[src/hdl/qapm_pkg.sv]
// Shared types, constants and codes for the attitude PID and motor mixer.
`timescale 1ns / 1ps
`default_nettype none

package qapm_pkg;

    // floor(x / 1000) for any 16-bit x equals (x * 67109) >> 26
    localparam int DT_RECIP  = 67109;
    localparam int DT_SHIFT  = 26;
    localparam int DT_W      = 7;
    localparam int ELAPSED_W = 16;

    localparam int ERR_W    = 17;
    localparam int DIFF_W   = 18;
    localparam int SUM_W    = 32;
    localparam int GAIN_W   = 16;
    localparam int THR_W    = 12;

    localparam int MUL_A_W  = 49;
    localparam int MUL_B_W  = 18;
    localparam int PROD_W   = MUL_A_W + MUL_B_W;
    localparam int ACC_W    = 58;
    localparam int FRAC_W   = 16;
    localparam int DRIVE_W  = ACC_W - FRAC_W;
    localparam int MIX_W    = DRIVE_W + 1;

    localparam int DIV_W    = 34;
    localparam int QUO_W    = DIV_W + 1;
    localparam int DIV_CNT_W = 6;

    localparam int CFG_IDX_W  = 3;
    localparam int CFG_DATA_W = 16;

    typedef enum logic [CFG_IDX_W-1:0] {
        REG_GAIN_P       = 3'd0,
        REG_GAIN_I       = 3'd1,
        REG_GAIN_D       = 3'd2,
        REG_WINDOW       = 3'd3,
        REG_MIN_THROTTLE = 3'd4,
        REG_MAX_THROTTLE = 3'd5
    } cfg_index_t;

    typedef enum logic [3:0] {
        OP_NONE,
        OP_LOAD,
        OP_DT_MUL,
        OP_DT_SET,
        OP_ERR,
        OP_MUL_P,
        OP_MUL_I,
        OP_MUL_IDT,
        OP_MUL_D,
        OP_DIV_START,
        OP_DIV_STEP,
        OP_ACC_D,
        OP_MIX
    } dp_op_t;

    typedef struct packed {
        dp_op_t op;
        logic   axis;
    } dp_cmd_t;

    typedef struct packed {
        logic div_done;
    } dp_status_t;

    typedef struct packed {
        logic signed [15:0] roll_target;
        logic signed [15:0] roll_measured;
        logic signed [15:0] pitch_target;
        logic signed [15:0] pitch_measured;
        logic [THR_W-1:0]   throttle;
        logic [15:0]        time_us;
    } in_item_t;

    typedef struct packed {
        logic [THR_W-1:0] motor_zero;
        logic [THR_W-1:0] motor_one;
        logic [THR_W-1:0] motor_two;
        logic [THR_W-1:0] motor_three;
    } out_item_t;

endpackage

`default_nettype wire

[src/hdl/qapm_if.sv]
// Channel interfaces: input items, result items and configuration writes.
`timescale 1ns / 1ps
`default_nettype none

interface qapm_in_if;
    logic               valid;
    logic               ready;
    logic signed [15:0] roll_target;
    logic signed [15:0] roll_measured;
    logic signed [15:0] pitch_target;
    logic signed [15:0] pitch_measured;
    logic [11:0]        throttle;
    logic [15:0]        time_us;

    modport source (output valid, roll_target, roll_measured, pitch_target,
                    pitch_measured, throttle, time_us, input ready);
    modport sink   (input valid, roll_target, roll_measured, pitch_target,
                    pitch_measured, throttle, time_us, output ready);
endinterface

interface qapm_out_if;
    logic        valid;
    logic        ready;
    logic [11:0] motor_zero;
    logic [11:0] motor_one;
    logic [11:0] motor_two;
    logic [11:0] motor_three;

    modport source (output valid, motor_zero, motor_one, motor_two, motor_three,
                    input ready);
    modport sink   (input valid, motor_zero, motor_one, motor_two, motor_three,
                    output ready);
endinterface

interface qapm_cfg_if;
    logic        valid;
    logic        ready;
    logic [2:0]  index;
    logic [15:0] data;

    modport source (output valid, index, data, input ready);
    modport sink   (input valid, index, data, output ready);
endinterface

`default_nettype wire

[src/hdl/qapm_dpath.sv]
// Datapath: configuration registers, loop state, shared multiplier and serial divider.
`timescale 1ns / 1ps
`default_nettype none

module qapm_dpath
    import qapm_pkg::*;
(
    input  wire logic       clk,
    input  wire logic       rst_n,
    qapm_cfg_if.sink        cfg,
    input  wire in_item_t   in_item,
    input  wire dp_cmd_t    cmd,
    output dp_status_t      status,
    output out_item_t       out_item
);

    logic [GAIN_W-1:0] gain_p_reg, gain_i_reg, gain_d_reg, window_reg;
    logic [THR_W-1:0]  min_thr_reg, max_thr_reg;

    logic [ELAPSED_W-1:0]    last_time_reg, elapsed_reg;
    logic [DT_W-1:0]         dt_reg;
    logic signed [ERR_W-1:0] prev_reg [2];
    logic signed [SUM_W-1:0] sum_reg  [2];
    logic [DIV_CNT_W-1:0]    cnt_reg;

    in_item_t                 item_reg;
    logic signed [ERR_W-1:0]  e_reg;
    logic signed [DIFF_W-1:0] diff_reg;
    logic signed [PROD_W-1:0] prod_reg;
    logic signed [ACC_W-1:0]  acc_reg;
    logic signed [DRIVE_W-1:0] drive_reg [2];
    logic [DIV_W-1:0]         dvd_reg;
    logic [DT_W-1:0]          rem_reg;
    logic                     neg_reg;
    out_item_t                out_reg;

    logic signed [ERR_W-1:0]   e_cur;
    logic [ERR_W-1:0]          mag;
    logic signed [SUM_W:0]     sum_wide;
    logic signed [SUM_W-1:0]   sum_sat;
    logic signed [MUL_A_W-1:0] mul_a;
    logic signed [MUL_B_W-1:0] mul_b;
    logic signed [PROD_W-1:0]  mul_p;
    logic [DT_W-1:0]           dt_raw;
    logic [PROD_W-1:0]         prod_abs;
    logic [DT_W+1:0]           trial;
    logic signed [QUO_W-1:0]   quo;
    logic signed [ACC_W-1:0]   total;

    function automatic logic [THR_W-1:0] mix(
        input logic [THR_W-1:0]          thr,
        input logic signed [DRIVE_W-1:0] drv,
        input logic                      sub,
        input logic [THR_W-1:0]          lo,
        input logic [THR_W-1:0]          hi
    );
        logic signed [MIX_W-1:0] v;
        logic signed [MIX_W-1:0] base;
        base = $signed({{(MIX_W-THR_W){1'b0}}, thr});
        v = sub ? base - MIX_W'(drv) : base + MIX_W'(drv);
        if (v < $signed({{(MIX_W-THR_W){1'b0}}, lo}))
            return lo;
        else if (v > $signed({{(MIX_W-THR_W){1'b0}}, hi}))
            return hi;
        else
            return v[THR_W-1:0];
    endfunction

    assign cfg.ready       = 1'b1;
    assign status.div_done = (cnt_reg == '0);
    assign out_item        = out_reg;

    // error of the selected axis, taken from the held item
    always_comb
    begin
        if (cmd.axis)
            e_cur = $signed({item_reg.pitch_target[15], item_reg.pitch_target})
                  - $signed({item_reg.pitch_measured[15], item_reg.pitch_measured});
        else
            e_cur = $signed({item_reg.roll_target[15], item_reg.roll_target})
                  - $signed({item_reg.roll_measured[15], item_reg.roll_measured});
        mag      = e_cur[ERR_W-1] ? ERR_W'(-e_cur) : ERR_W'(e_cur);
        sum_wide = $signed({sum_reg[cmd.axis][SUM_W-1], sum_reg[cmd.axis]})
                 + $signed({{(SUM_W+1-ERR_W){e_cur[ERR_W-1]}}, e_cur});
        if (sum_wide[SUM_W] != sum_wide[SUM_W-1])
            sum_sat = sum_wide[SUM_W] ? {1'b1, {(SUM_W-1){1'b0}}}
                                      : {1'b0, {(SUM_W-1){1'b1}}};
        else
            sum_sat = sum_wide[SUM_W-1:0];
    end

    // operand selection for the shared multiplier
    always_comb
    begin
        mul_a = '0;
        mul_b = '0;
        case (cmd.op)
            OP_DT_MUL:
            begin
                mul_a = $signed({{(MUL_A_W-ELAPSED_W){1'b0}}, elapsed_reg});
                mul_b = MUL_B_W'(DT_RECIP);
            end
            OP_MUL_P:
            begin
                mul_a = $signed({{(MUL_A_W-ERR_W){e_reg[ERR_W-1]}}, e_reg});
                mul_b = $signed({2'b00, gain_p_reg});
            end
            OP_MUL_I:
            begin
                mul_a = $signed({{(MUL_A_W-SUM_W){sum_reg[cmd.axis][SUM_W-1]}},
                                 sum_reg[cmd.axis]});
                mul_b = $signed({2'b00, gain_i_reg});
            end
            OP_MUL_IDT:
            begin
                mul_a = prod_reg[MUL_A_W-1:0];
                mul_b = $signed({{(MUL_B_W-DT_W){1'b0}}, dt_reg});
            end
            OP_MUL_D:
            begin
                mul_a = $signed({{(MUL_A_W-DIFF_W){diff_reg[DIFF_W-1]}}, diff_reg});
                mul_b = $signed({2'b00, gain_d_reg});
            end
            default:
            begin
                mul_a = '0;
                mul_b = '0;
            end
        endcase
    end

    assign mul_p    = mul_a * mul_b;
    assign dt_raw   = prod_reg[DT_SHIFT+DT_W-1:DT_SHIFT];
    assign prod_abs = prod_reg[PROD_W-1] ? PROD_W'(-prod_reg) : PROD_W'(prod_reg);
    assign trial    = {1'b0, rem_reg, dvd_reg[DIV_W-1]} - {2'b00, dt_reg};
    assign quo      = neg_reg ? -$signed({1'b0, dvd_reg}) : $signed({1'b0, dvd_reg});
    assign total    = acc_reg + $signed({{(ACC_W-QUO_W){quo[QUO_W-1]}}, quo});

    // configuration and loop state
    always_ff @(posedge clk or negedge rst_n)
    begin
        if (!rst_n)
        begin
            gain_p_reg    <= GAIN_W'(256);
            gain_i_reg    <= '0;
            gain_d_reg    <= '0;
            window_reg    <= GAIN_W'(384);
            min_thr_reg   <= THR_W'(1000);
            max_thr_reg   <= THR_W'(2000);
            last_time_reg <= '0;
            prev_reg[0]   <= '0;
            prev_reg[1]   <= '0;
            sum_reg[0]    <= '0;
            sum_reg[1]    <= '0;
            cnt_reg       <= '0;
        end
        else
        begin
            if (cfg.valid)
            begin
                case (cfg.index)
                    REG_GAIN_P:       gain_p_reg  <= cfg.data;
                    REG_GAIN_I:       gain_i_reg  <= cfg.data;
                    REG_GAIN_D:       gain_d_reg  <= cfg.data;
                    REG_WINDOW:       window_reg  <= cfg.data;
                    REG_MIN_THROTTLE: min_thr_reg <= cfg.data[THR_W-1:0];
                    REG_MAX_THROTTLE: max_thr_reg <= cfg.data[THR_W-1:0];
                    default:          ;
                endcase
            end
            case (cmd.op)
                OP_LOAD:
                    last_time_reg <= in_item.time_us;
                OP_ERR:
                begin
                    prev_reg[cmd.axis] <= e_cur;
                    if (mag < {1'b0, window_reg})
                        sum_reg[cmd.axis] <= sum_sat;
                end
                OP_DIV_START:
                    cnt_reg <= DIV_CNT_W'(DIV_W);
                OP_DIV_STEP:
                    if (cnt_reg != '0)
                        cnt_reg <= cnt_reg - 1'b1;
                default: ;
            endcase
        end
    end

    // working registers
    always_ff @(posedge clk)
    begin
        case (cmd.op)
            OP_LOAD:
            begin
                item_reg    <= in_item;
                elapsed_reg <= in_item.time_us - last_time_reg;
            end
            OP_DT_MUL:
                prod_reg <= mul_p;
            OP_DT_SET:
                dt_reg <= (dt_raw == '0) ? DT_W'(1) : dt_raw;
            OP_ERR:
            begin
                e_reg    <= e_cur;
                diff_reg <= $signed({e_cur[ERR_W-1], e_cur})
                          - $signed({prev_reg[cmd.axis][ERR_W-1], prev_reg[cmd.axis]});
            end
            OP_MUL_P:
                prod_reg <= mul_p;
            OP_MUL_I:
            begin
                acc_reg  <= prod_reg[ACC_W-1:0];
                prod_reg <= mul_p;
            end
            OP_MUL_IDT:
                prod_reg <= mul_p;
            OP_MUL_D:
            begin
                acc_reg  <= acc_reg + prod_reg[ACC_W-1:0];
                prod_reg <= mul_p;
            end
            OP_DIV_START:
            begin
                neg_reg <= prod_reg[PROD_W-1];
                dvd_reg <= prod_abs[DIV_W-1:0];
                rem_reg <= '0;
            end
            OP_DIV_STEP:
            begin
                if (cnt_reg != '0)
                begin
                    if (!trial[DT_W+1])
                    begin
                        rem_reg <= trial[DT_W-1:0];
                        dvd_reg <= {dvd_reg[DIV_W-2:0], 1'b1};
                    end
                    else
                    begin
                        rem_reg <= {rem_reg[DT_W-2:0], dvd_reg[DIV_W-1]};
                        dvd_reg <= {dvd_reg[DIV_W-2:0], 1'b0};
                    end
                end
            end
            OP_ACC_D:
                drive_reg[cmd.axis] <= total[ACC_W-1:FRAC_W];
            OP_MIX:
            begin
                out_reg.motor_zero  <= mix(item_reg.throttle, drive_reg[0], 1'b1,
                                           min_thr_reg, max_thr_reg);
                out_reg.motor_one   <= mix(item_reg.throttle, drive_reg[0], 1'b0,
                                           min_thr_reg, max_thr_reg);
                out_reg.motor_two   <= mix(item_reg.throttle, drive_reg[1], 1'b1,
                                           min_thr_reg, max_thr_reg);
                out_reg.motor_three <= mix(item_reg.throttle, drive_reg[1], 1'b0,
                                           min_thr_reg, max_thr_reg);
            end
            default: ;
        endcase
    end

endmodule

`default_nettype wire

[src/hdl/qapm_ctrl.sv]
// Controller: sequences the datapath through one item and owns the input and output handshakes.
`timescale 1ns / 1ps
`default_nettype none

module qapm_ctrl
    import qapm_pkg::*;
(
    input  wire logic       clk,
    input  wire logic       rst_n,
    input  wire logic       in_valid,
    output logic            in_ready,
    output logic            out_valid,
    input  wire logic       out_ready,
    input  wire dp_status_t status,
    output dp_cmd_t         cmd
);

    typedef enum logic [3:0] {
        S_IDLE,
        S_DT_MUL,
        S_DT_SET,
        S_ERR,
        S_MUL_P,
        S_MUL_I,
        S_MUL_IDT,
        S_MUL_D,
        S_DIV_START,
        S_DIV,
        S_ACC_D,
        S_MIX
    } state_t;

    state_t state_reg, state_next;
    logic   axis_reg, axis_next;
    logic   out_valid_reg, out_valid_next;
    logic   out_free;

    assign in_ready  = (state_reg == S_IDLE);
    assign out_valid = out_valid_reg;
    assign out_free  = !out_valid_reg || out_ready;

    always_comb
    begin
        state_next     = state_reg;
        axis_next      = axis_reg;
        out_valid_next = out_valid_reg && !out_ready;
        cmd.op         = OP_NONE;
        cmd.axis       = axis_reg;
        case (state_reg)
            S_IDLE:
                if (in_valid)
                begin
                    cmd.op     = OP_LOAD;
                    axis_next  = 1'b0;
                    state_next = S_DT_MUL;
                end
            S_DT_MUL:
            begin
                cmd.op     = OP_DT_MUL;
                state_next = S_DT_SET;
            end
            S_DT_SET:
            begin
                cmd.op     = OP_DT_SET;
                state_next = S_ERR;
            end
            S_ERR:
            begin
                cmd.op     = OP_ERR;
                state_next = S_MUL_P;
            end
            S_MUL_P:
            begin
                cmd.op     = OP_MUL_P;
                state_next = S_MUL_I;
            end
            S_MUL_I:
            begin
                cmd.op     = OP_MUL_I;
                state_next = S_MUL_IDT;
            end
            S_MUL_IDT:
            begin
                cmd.op     = OP_MUL_IDT;
                state_next = S_MUL_D;
            end
            S_MUL_D:
            begin
                cmd.op     = OP_MUL_D;
                state_next = S_DIV_START;
            end
            S_DIV_START:
            begin
                cmd.op     = OP_DIV_START;
                state_next = S_DIV;
            end
            S_DIV:
            begin
                cmd.op = OP_DIV_STEP;
                if (status.div_done)
                    state_next = S_ACC_D;
            end
            S_ACC_D:
            begin
                cmd.op = OP_ACC_D;
                if (!axis_reg)
                begin
                    axis_next  = 1'b1;
                    state_next = S_ERR;
                end
                else
                    state_next = S_MIX;
            end
            S_MIX:
                // hold until the output register is free
                if (out_free)
                begin
                    cmd.op         = OP_MIX;
                    out_valid_next = 1'b1;
                    state_next     = S_IDLE;
                end
            default:
                state_next = S_IDLE;
        endcase
    end

    always_ff @(posedge clk or negedge rst_n)
    begin
        if (!rst_n)
        begin
            state_reg     <= S_IDLE;
            axis_reg      <= 1'b0;
            out_valid_reg <= 1'b0;
        end
        else
        begin
            state_reg     <= state_next;
            axis_reg      <= axis_next;
            out_valid_reg <= out_valid_next;
        end
    end

endmodule

`default_nettype wire

[src/hdl/quad_attitude_pid_mixer_unit.sv]
// Top level of the roll/pitch PID controller with four-motor mixing.
// From input transfer to result valid: the period steps, then per axis the error,
//   multiplies, serial divider and accumulate, then the mix once the output is free.
// A new item is accepted only when the previous one has been mixed and the unit is idle.
// A new item is taken while the previous result still waits in the output register.
// Reset (rst_n, asynchronous, active low) restores default gains and clears loop state.
`timescale 1ns / 1ps
`default_nettype none

module quad_attitude_pid_mixer_unit
    import qapm_pkg::*;
(
    input  wire logic clk,
    input  wire logic rst_n,
    qapm_in_if.sink   in_ch,
    qapm_out_if.source out_ch,
    qapm_cfg_if.sink  cfg_ch
);

    dp_cmd_t    cmd;
    dp_status_t status;
    in_item_t   in_item;
    out_item_t  out_item;

    // gather the input transfer payload
    assign in_item.roll_target    = in_ch.roll_target;
    assign in_item.roll_measured  = in_ch.roll_measured;
    assign in_item.pitch_target   = in_ch.pitch_target;
    assign in_item.pitch_measured = in_ch.pitch_measured;
    assign in_item.throttle       = in_ch.throttle;
    assign in_item.time_us        = in_ch.time_us;

    // sequencer: accepts a transfer, steps the datapath, presents the result
    qapm_ctrl u_ctrl (
        .clk       (clk),
        .rst_n     (rst_n),
        .in_valid  (in_ch.valid),
        .in_ready  (in_ch.ready),
        .out_valid (out_ch.valid),
        .out_ready (out_ch.ready),
        .status    (status),
        .cmd       (cmd)
    );

    // arithmetic, loop state and configuration registers
    qapm_dpath u_dpath (
        .clk      (clk),
        .rst_n    (rst_n),
        .cfg      (cfg_ch),
        .in_item  (in_item),
        .cmd      (cmd),
        .status   (status),
        .out_item (out_item)
    );

    // the output register holds until the result transfer completes
    assign out_ch.motor_zero  = out_item.motor_zero;
    assign out_ch.motor_one   = out_item.motor_one;
    assign out_ch.motor_two   = out_item.motor_two;
    assign out_ch.motor_three = out_item.motor_three;

endmodule

`default_nettype wire
[src/flat_wrapper.sv]
// flat-port wrapper written by rule: the top's interface ports become plain ports
module quad_attitude_pid_mixer_unit_flat import qapm_pkg::*;
  (clk, rst_n, in_ch_valid, in_ch_roll_target, in_ch_roll_measured, in_ch_pitch_target, in_ch_pitch_measured, in_ch_throttle, in_ch_time_us, in_ch_ready, out_ch_valid, out_ch_motor_zero, out_ch_motor_one, out_ch_motor_two, out_ch_motor_three, out_ch_ready, cfg_ch_valid, cfg_ch_index, cfg_ch_data, cfg_ch_ready);
  qapm_in_if in_ch_i ();
  qapm_out_if out_ch_i ();
  qapm_cfg_if cfg_ch_i ();
  input  wire logic clk;
  input  wire logic rst_n;
  input wire logic [$bits(in_ch_i.valid)-1:0] in_ch_valid;
  input wire logic [$bits(in_ch_i.roll_target)-1:0] in_ch_roll_target;
  input wire logic [$bits(in_ch_i.roll_measured)-1:0] in_ch_roll_measured;
  input wire logic [$bits(in_ch_i.pitch_target)-1:0] in_ch_pitch_target;
  input wire logic [$bits(in_ch_i.pitch_measured)-1:0] in_ch_pitch_measured;
  input wire logic [$bits(in_ch_i.throttle)-1:0] in_ch_throttle;
  input wire logic [$bits(in_ch_i.time_us)-1:0] in_ch_time_us;
  output wire logic [$bits(in_ch_i.ready)-1:0] in_ch_ready;
  output wire logic [$bits(out_ch_i.valid)-1:0] out_ch_valid;
  output wire logic [$bits(out_ch_i.motor_zero)-1:0] out_ch_motor_zero;
  output wire logic [$bits(out_ch_i.motor_one)-1:0] out_ch_motor_one;
  output wire logic [$bits(out_ch_i.motor_two)-1:0] out_ch_motor_two;
  output wire logic [$bits(out_ch_i.motor_three)-1:0] out_ch_motor_three;
  input wire logic [$bits(out_ch_i.ready)-1:0] out_ch_ready;
  input wire logic [$bits(cfg_ch_i.valid)-1:0] cfg_ch_valid;
  input wire logic [$bits(cfg_ch_i.index)-1:0] cfg_ch_index;
  input wire logic [$bits(cfg_ch_i.data)-1:0] cfg_ch_data;
  output wire logic [$bits(cfg_ch_i.ready)-1:0] cfg_ch_ready;
  assign in_ch_i.valid = in_ch_valid;
  assign in_ch_i.roll_target = in_ch_roll_target;
  assign in_ch_i.roll_measured = in_ch_roll_measured;
  assign in_ch_i.pitch_target = in_ch_pitch_target;
  assign in_ch_i.pitch_measured = in_ch_pitch_measured;
  assign in_ch_i.throttle = in_ch_throttle;
  assign in_ch_i.time_us = in_ch_time_us;
  assign in_ch_ready = in_ch_i.ready;
  assign out_ch_valid = out_ch_i.valid;
  assign out_ch_motor_zero = out_ch_i.motor_zero;
  assign out_ch_motor_one = out_ch_i.motor_one;
  assign out_ch_motor_two = out_ch_i.motor_two;
  assign out_ch_motor_three = out_ch_i.motor_three;
  assign out_ch_i.ready = out_ch_ready;
  assign cfg_ch_i.valid = cfg_ch_valid;
  assign cfg_ch_i.index = cfg_ch_index;
  assign cfg_ch_i.data = cfg_ch_data;
  assign cfg_ch_ready = cfg_ch_i.ready;
  quad_attitude_pid_mixer_unit u_core (.clk(clk), .rst_n(rst_n), .in_ch(in_ch_i), .out_ch(out_ch_i), .cfg_ch(cfg_ch_i));
endmodule
[config.mk]
export PLATFORM = sky130hd
export DESIGN_NAME = quad_attitude_pid_mixer_unit_flat
export DESIGN_NICKNAME = d
export VERILOG_FILES = /design/src/hdl/qapm_pkg.sv /design/src/hdl/qapm_if.sv /design/src/hdl/qapm_dpath.sv /design/src/hdl/qapm_ctrl.sv /design/src/hdl/quad_attitude_pid_mixer_unit.sv /design/src/flat_wrapper.sv
export SDC_FILE = /design/constraint.sdc
export NUM_CORES = 2
export LEC_CHECK = 0
export BUFFER_PORTS_ARGS = -buffer_cell sky130_fd_sc_hd__buf_2
export CORE_ASPECT_RATIO = 0.6
export CORE_MARGIN = 2
export CORE_UTILIZATION = 38
export CTS_BUF_LIST = sky130_fd_sc_hd__clkbuf_8
export DETAILED_ROUTE_END_ITERATION = 7
export GPL_ROUTABILITY_DRIVEN = 0
export PLACE_DENSITY = 0.65
export SLEW_MARGIN = 10
export SYNTH_ARGS = -nofsm -noshare
export SYNTH_HDL_FRONTEND = slang
export SYNTH_SLANG_ARGS = --single-unit
[constraint.sdc]
create_clock -name clk -period 26.3 [get_ports clk]
set_input_delay 0 -clock clk [delete_from_list [all_inputs] [get_ports clk]]
set_output_delay 0 -clock clk [all_outputs]
set_load 0.03 [all_outputs]
-- Word level (Yosys, flattened, before mapping)
Memory sizes are Yosys's and may differ from the RTL's.
Index checks and enable logic that the tools add are counted.
- flip-flop bits (word level): 563
- bits in writable memories: 84
- input port bits: 116
- output and inout port bits: 51
- logic and storage cells: 171
- memories: 1
- add/subtract/negate cells: 16
- $mul: 1
- $lt $le $gt $ge: 11
- eq/ne operators: 33
- multiplexer cells: 51
- bitwise logic cells: 1
- reduce and logical (&&, ||, !) cells: 24
- memories (name ; words ; width ; rd ports ; clocked after Yosys merged registers in ; write ports ; line ; source):
    u_core.u_dpath.drive_reg ; 2 ; 42 ; 2 ; 0 ; 1 ; qapm_dpath.sv:31 ; logic signed [DRIVE_W-1:0] drive_reg [2];
- operator list (operator ; number):
    49-bit case mux with 5 select lines ; 1
    32-bit 2-to-1 mux ; 6
    43-bit by 13-bit greater-than comparator with 1-bit output ; 4
    43-bit by 13-bit less-than comparator with 1-bit output ; 4
    58-bit case mux with 2 select lines ; 1
    17-bit 2-to-1 mux ; 6
    12-bit 2-to-1 mux ; 8
    4-bit case mux with 12 select lines ; 2
    13-bit by 42-bit adder with 43-bit output ; 2
    13-bit by 42-bit subtractor with 43-bit output ; 2
    17-bit case mux with 5 select lines ; 1
    34-bit 2-to-1 mux ; 2
    34-bit case mux with 2 select lines ; 1
    49-bit by 18-bit multiplier with 67-bit output ; 1
    64-bit bitwise mux ; 1
    58-bit by 35-bit adder with 58-bit output ; 1
    58-bit adder ; 1
    4-bit == test, second input constant ; 9
    35-bit 2-to-1 mux ; 1
    34-bit negator with 35-bit output ; 1
    34-bit bitwise mux ; 1
    34-bit negator ; 1
    16-bit by 16-bit subtractor with 17-bit output ; 2
    32-bit by 17-bit adder with 33-bit output ; 1
    other kinds (39) ; 77

-- Depth between registers and ports, before layout
- depth in word-level cells: 8
- depth in mapped cells: 34

-- Modules after synthesis
A second synthesis with hierarchy kept.
- cells, all modules: 7781
- area, all modules: 72508.3 µm²
- by module, submodules not included (module ; times used ; cells an instance ; area an instance (µm²) ; sequential area each (µm²)):
    qapm_dpath ; 1 ; 7735 ; 72114.2 ; 17986.0
    qapm_ctrl ; 1 ; 46 ; 394.1 ; 150.1

-- Worst setup path before layout
Ideal clock, no wire load.
- path type: reg-to-reg
- from: register u_core.u_ctrl.axis_reg
- to: register u_core.u_dpath.prod_reg[57], data pin
- data arrival time: 8.392 ns
- setup slack: 17.650 ns
- cell stages (with the launch flop): 31
- cells stage by stage: dfrtp_1 -> clkbuf_1 -> clkbuf_1 -> buf_1 -> clkbuf_1 -> mux2_2 -> a22oi_1 -> and4_1 -> clkbuf_1 -> nor2_1 -> fa_1 -> inv_1 -> fa_1 -> inv_1 -> fa_1 -> fa_1 -> fa_1 -> inv_1 -> fa_1 -> inv_1 -> ha_1 -> a21o_1 -> or4_1 -> o21ai_0 -> o211ai_1 -> nand3_1 -> nand2_1 -> a21o_1 -> a211o_1 -> a311o_1 -> xor2_1
- word-level cells in the longest chain between the ends: 6
- ends and longest elaborated chain (element ; line ; source):
    start, declared ; qapm_ctrl.sv:34 ; logic axis_reg, axis_next;
    start signal, assigned ; qapm_ctrl.sv:138 ; axis_reg <= axis_next;
    1-bit inverter with 2-bit output (not written as such) ; qapm_dpath.sv:110, qapm_dpath.sv:111 ;
    32-bit 2-to-1 mux (not written as such) (3 in a row) ; qapm_dpath.sv:110, qapm_dpath.sv:111 ;
    49-bit case mux with 5 select lines ; qapm_dpath.sv:97 ; case (cmd.op)
    49-bit by 18-bit multiplier with 67-bit output ; qapm_dpath.sv:132 ; assign mul_p = mul_a * mul_b;
    net u_core.u_dpath.mul_p[57] ; qapm_dpath.sv:43 ; logic signed [PROD_W-1:0] mul_p;
    end signal, assigned ; qapm_dpath.sv:200 ; prod_reg <= mul_p;
    end signal, assigned ; qapm_dpath.sv:210 ; prod_reg <= mul_p;
    end signal, assigned ; qapm_dpath.sv:214 ; prod_reg <= mul_p;
    end, declared ; qapm_dpath.sv:29 ; logic signed [PROD_W-1:0] prod_reg;
The timed path passes the listed nets, and every way through them passes these cells. The select of a mux whose other input is x is not followed.
A chain may end at the register's enable or synchronous reset.

-- Worst setup path after layout
- from: register u_core.u_ctrl.state_reg[3]
- to: register u_core.u_dpath.prod_reg[57], data pin
- word-level cells in the longest chain between the ends: 5
- elaborated cells on any way between the ends: 21
- those cells by class: mul: 1; eq/ne: 16; mux: 3; reduce/logical: 1
- ends and longest elaborated chain (element ; line ; source):
    start, declared ; qapm_ctrl.sv:33 ; state_t state_reg, state_next;
    start signal, assigned ; qapm_ctrl.sv:137 ; state_reg <= state_next;
    4-bit == test (tied with other cells) ; qapm_ctrl.sv:49 ; case (state_reg)
    4-bit case mux with 12 select lines (*) ; qapm_ctrl.sv:49 ;
    4-bit == test (tied with other cells) ; qapm_dpath.sv:97 ;
    49-bit case mux with 5 select lines / 17-bit case mux with 5 select lines (equally long branches) ; qapm_dpath.sv:97 ;
    49-bit by 18-bit multiplier with 67-bit output (*) ; qapm_dpath.sv:132 ;
    net u_core.u_dpath.mul_p[57] ; qapm_dpath.sv:43 ;
Mark *: on every way through the listed nets, which the timed path passes. The rest lies on a longest branch.

==> out/results.txt <==
clock slew at reported path FFs: 0.07 ns
average detailed-routed wire length per instance: 20.88 um
accumulated negative setup slack: 0 ns
number of DRC markers in iteration 0: 6399
boundary pin count: 167
Final min period: 10.06 ns
number of warnings printed during yosys synthesis: 0
status: complete, no violations
clock tree from TritonCTS: yes
final hold violation count: 0
worst setup margin: 16.24 ns
maximum operating frequency: 0.09939 GHz
total of max-cap violations: 0
Clock Root Buffer: clkbuf_8
Buf+Inv Stages, Crit Path: 9
ranking of synthesized cells by area: fa_1 22%, edfxtp_1 18%, ha_1 9.1%
Layout area overhead: 10.67%
core utilization of the finished layout: 42.50%
multi-input gate area in the final layout: 48320 um2
number of synthesized flops with an enable pin: 425
Yosys top cell by area: fa_1
combined flip-flop and latch cell area: 18140 um2
Avg Inst Size Synth: 9.232 um2
vias in the first global route: 59060
pre-CTS setup slack: 16.37 ns
clock latency at the later pin of the worst-skew pair: 0.79 ns
post-synthesis instance area: 72210 um2
Die Height: 341.7 um
Sinks on Clock Net: 639
Filler Cells Inserted: 17990
post-layout net count: 9502
overflow left after global routing: 0
number of distinct library cell variants in the gate-level netlist after synthesis: 105
count of standard-cell rows: 123
CTS buffer count: 94
wire length after detailed routing: 222.5 mm
Port Buffers: 165
primary flip-flop cell chosen by synthesis mapping: edfxtp_1
H-tree Lvls: 3
Slew Limit Fails: 0
Post-route DRC: 0
delay of the slowest cell on the worst path: 0.87 ns
overall global routing resource usage: 22.86%
RSZ-0062 raised after global routing: false
maximum fanout along the worst path: 29
Synth async-reset ratio: 33.49%
initial cell density of the core: 38.40%
type of origin of the critical path: flop
Hold/Removal Path Class: in -> reg
initial antenna violation count: 4
number of nets with antenna violations after routing: 0
number of buffers on the longest clock path: 3
Synth top area share: 21.82%
flops & latches, synth: 639
ratio of cells with drive above 1 in the final layout: 7.765%
die footprint: 193600 um2
slowest cell on the critical path: nor2_1
Critical Path Sink Type: flop
number of flip-flops in the largest register: 84
HPWL reported at the end of detailed placement: 175.1 mm
leading cell types in the layout, fill and taps excluded: 1258 x inv_1, 971 x nand2_1, 787 x fa_1, 528 x ha_1, 447 x nor2_1
synthesized instance count: 7822
Slew headroom: 17.73%
core box area: 188100 um2
fraction of the yosys area taken by sequential cells: 25.12%
Clock Skews: 0.05708 ns
per-cell via count in the routed design: 5.571
most frequent standard cell in the layout excluding fill and tap cells: inv_1
maximum number of pins on one net before global-route repair: 102
Crit path required time: 26.83 ns
vias after detailed routing: 59360
category of the critical setup timing path: reg -> reg
Pre-Repair DR Iteration Count: 8
Worst-Margin Slew: 1.221 ns
Crit path max-delay family: adder cells
worst endpoint data arrival time: 10.59 ns
final setup vio count: 0
global-route wire length before repair: 347.4 mm
crit share post-route: 38.26%
width of the chip: 566.8 um
[logic make-up after synthesis]
family | after synthesis | synth area share, %
xor gates and xnor gates | 367 | 4.451
DFF | 639 | 25.12
and+or+nand+nor | 2184 | 13.94
other | 2 | 0.01040
buffers and inverters | 1576 | 8.301
AOI/OAI and AO/OA | 1513 | 13.77
muxes | 222 | 3.387
adders and majority gates | 1319 | 31.02
[layer usage]
| metal | global-route usage (%) | share of wire (%) | up-vias |
|---|---|---|---|
| li1 | - | - | 26790 |
| met1 | 34.19 | 46 | 29120 |
| met2 | 31.04 | 38 | 3125 |
| met3 | 8.559 | 14 | 323 |
| met4 | 4.505 | 1.9 | 4 |
| met5 | 0 | 0.013 | - |
[timing repair]
item,4_1_cts,5_1_grt
hold endpoints to repair,295,0
hold buffers,233,0
resized for setup,0,0
setup buffers,0,0
[path summary, 6_finish.rpt]
path / startpoint / to / slack, ns / cells after the start
min in group asynchronous: rst_n / u_core.u_dpath.last_time_reg[6] / 0.42 / 4
hold / removal: in_ch_time_us[0] / u_core.u_dpath.last_time_reg[0] / 0.08 / 4
max in group asynchronous: rst_n / u_core.u_ctrl.axis_reg / 24.27 / 5
setup / recovery: u_core.u_ctrl.state_reg[3] / u_core.u_dpath.prod_reg[57] / 16.24 / 31
setup reg to reg: u_core.u_ctrl.state_reg[3] / u_core.u_dpath.prod_reg[57] / 16.24 / 31
hold reg to reg: u_core.u_dpath.prev_reg[18] / u_core.u_dpath.prev_reg[18] / 0.48 / 2
[final cells by class]
| type | instances | share of cell area, % |
|---|---|---|
| multi-input cells | 5640 | 60.46 |
| diodes | 3 | 0.009394 |
| inverters | 1232 | 5.790 |
| clock inverters | 69 | 0.6685 |
| well taps | 2500 | 3.914 |
| clock buffers | 108 | 1.860 |
| repair buffers | 464 | 4.603 |
| flip-flops and latches | 639 | 22.70 |
[synthesized netlist by cell type, types with 24 or more instances]
cell / number
o211ai_1: 35
and3_1: 45
a21oi_1: 340
nor4_1: 30
mux2i_1: 43
nand4_1: 104
nand2_1: 972
or3_1: 36
inv_1: 1231
nor2b_1: 79
nand2b_1: 69
edfxtp_1: 425
xor2_1: 130
nor3_1: 103
or4_1: 26
o21ai_0: 400
fa_1: 787
buf_2: 24
a221oi_1: 31
and2_1: 39
o31ai_1: 38
nor2_1: 453
ha_1: 528
a22oi_1: 54
clkbuf_1: 286
nand3_1: 127
a21o_1: 162
o21a_1: 62
mux2_2: 179
xnor2_1: 237
dfrtp_1: 199
a221o_1: 34
o21bai_1: 35
a211oi_1: 39
a31oi_1: 43
[metrics by stage]
step	instances	hold WS [ns]	cell area, um2
after floorplan	7855	-0.2956	72330
after global placement	10240	0.07033	75530
after detailed placement	10240	0.07589	75530
after CTS	10650	0.004299	79910
after global routing	10650	0.05824	79910
final	10660	0.07641	79920
[worst register-to-register path: cells and delay by family, from the launching register on]
| family | cells | cell delay (ns) |
|---|---|---|
| DFF | 1 | 0.45 |
| adders and majority gates | 7 | 3.45 |
| AOI/OAI and AO/OA | 10 | 2.28 |
| buffers and inverters | 9 | 1.51 |
| and+or+nand+nor | 4 | 2.02 |
| xor gates and xnor gates | 1 | 0.15 |
Power is not shown: default switching activity piles up to over one toggle a cycle in this logic, so the estimate is an artifact.
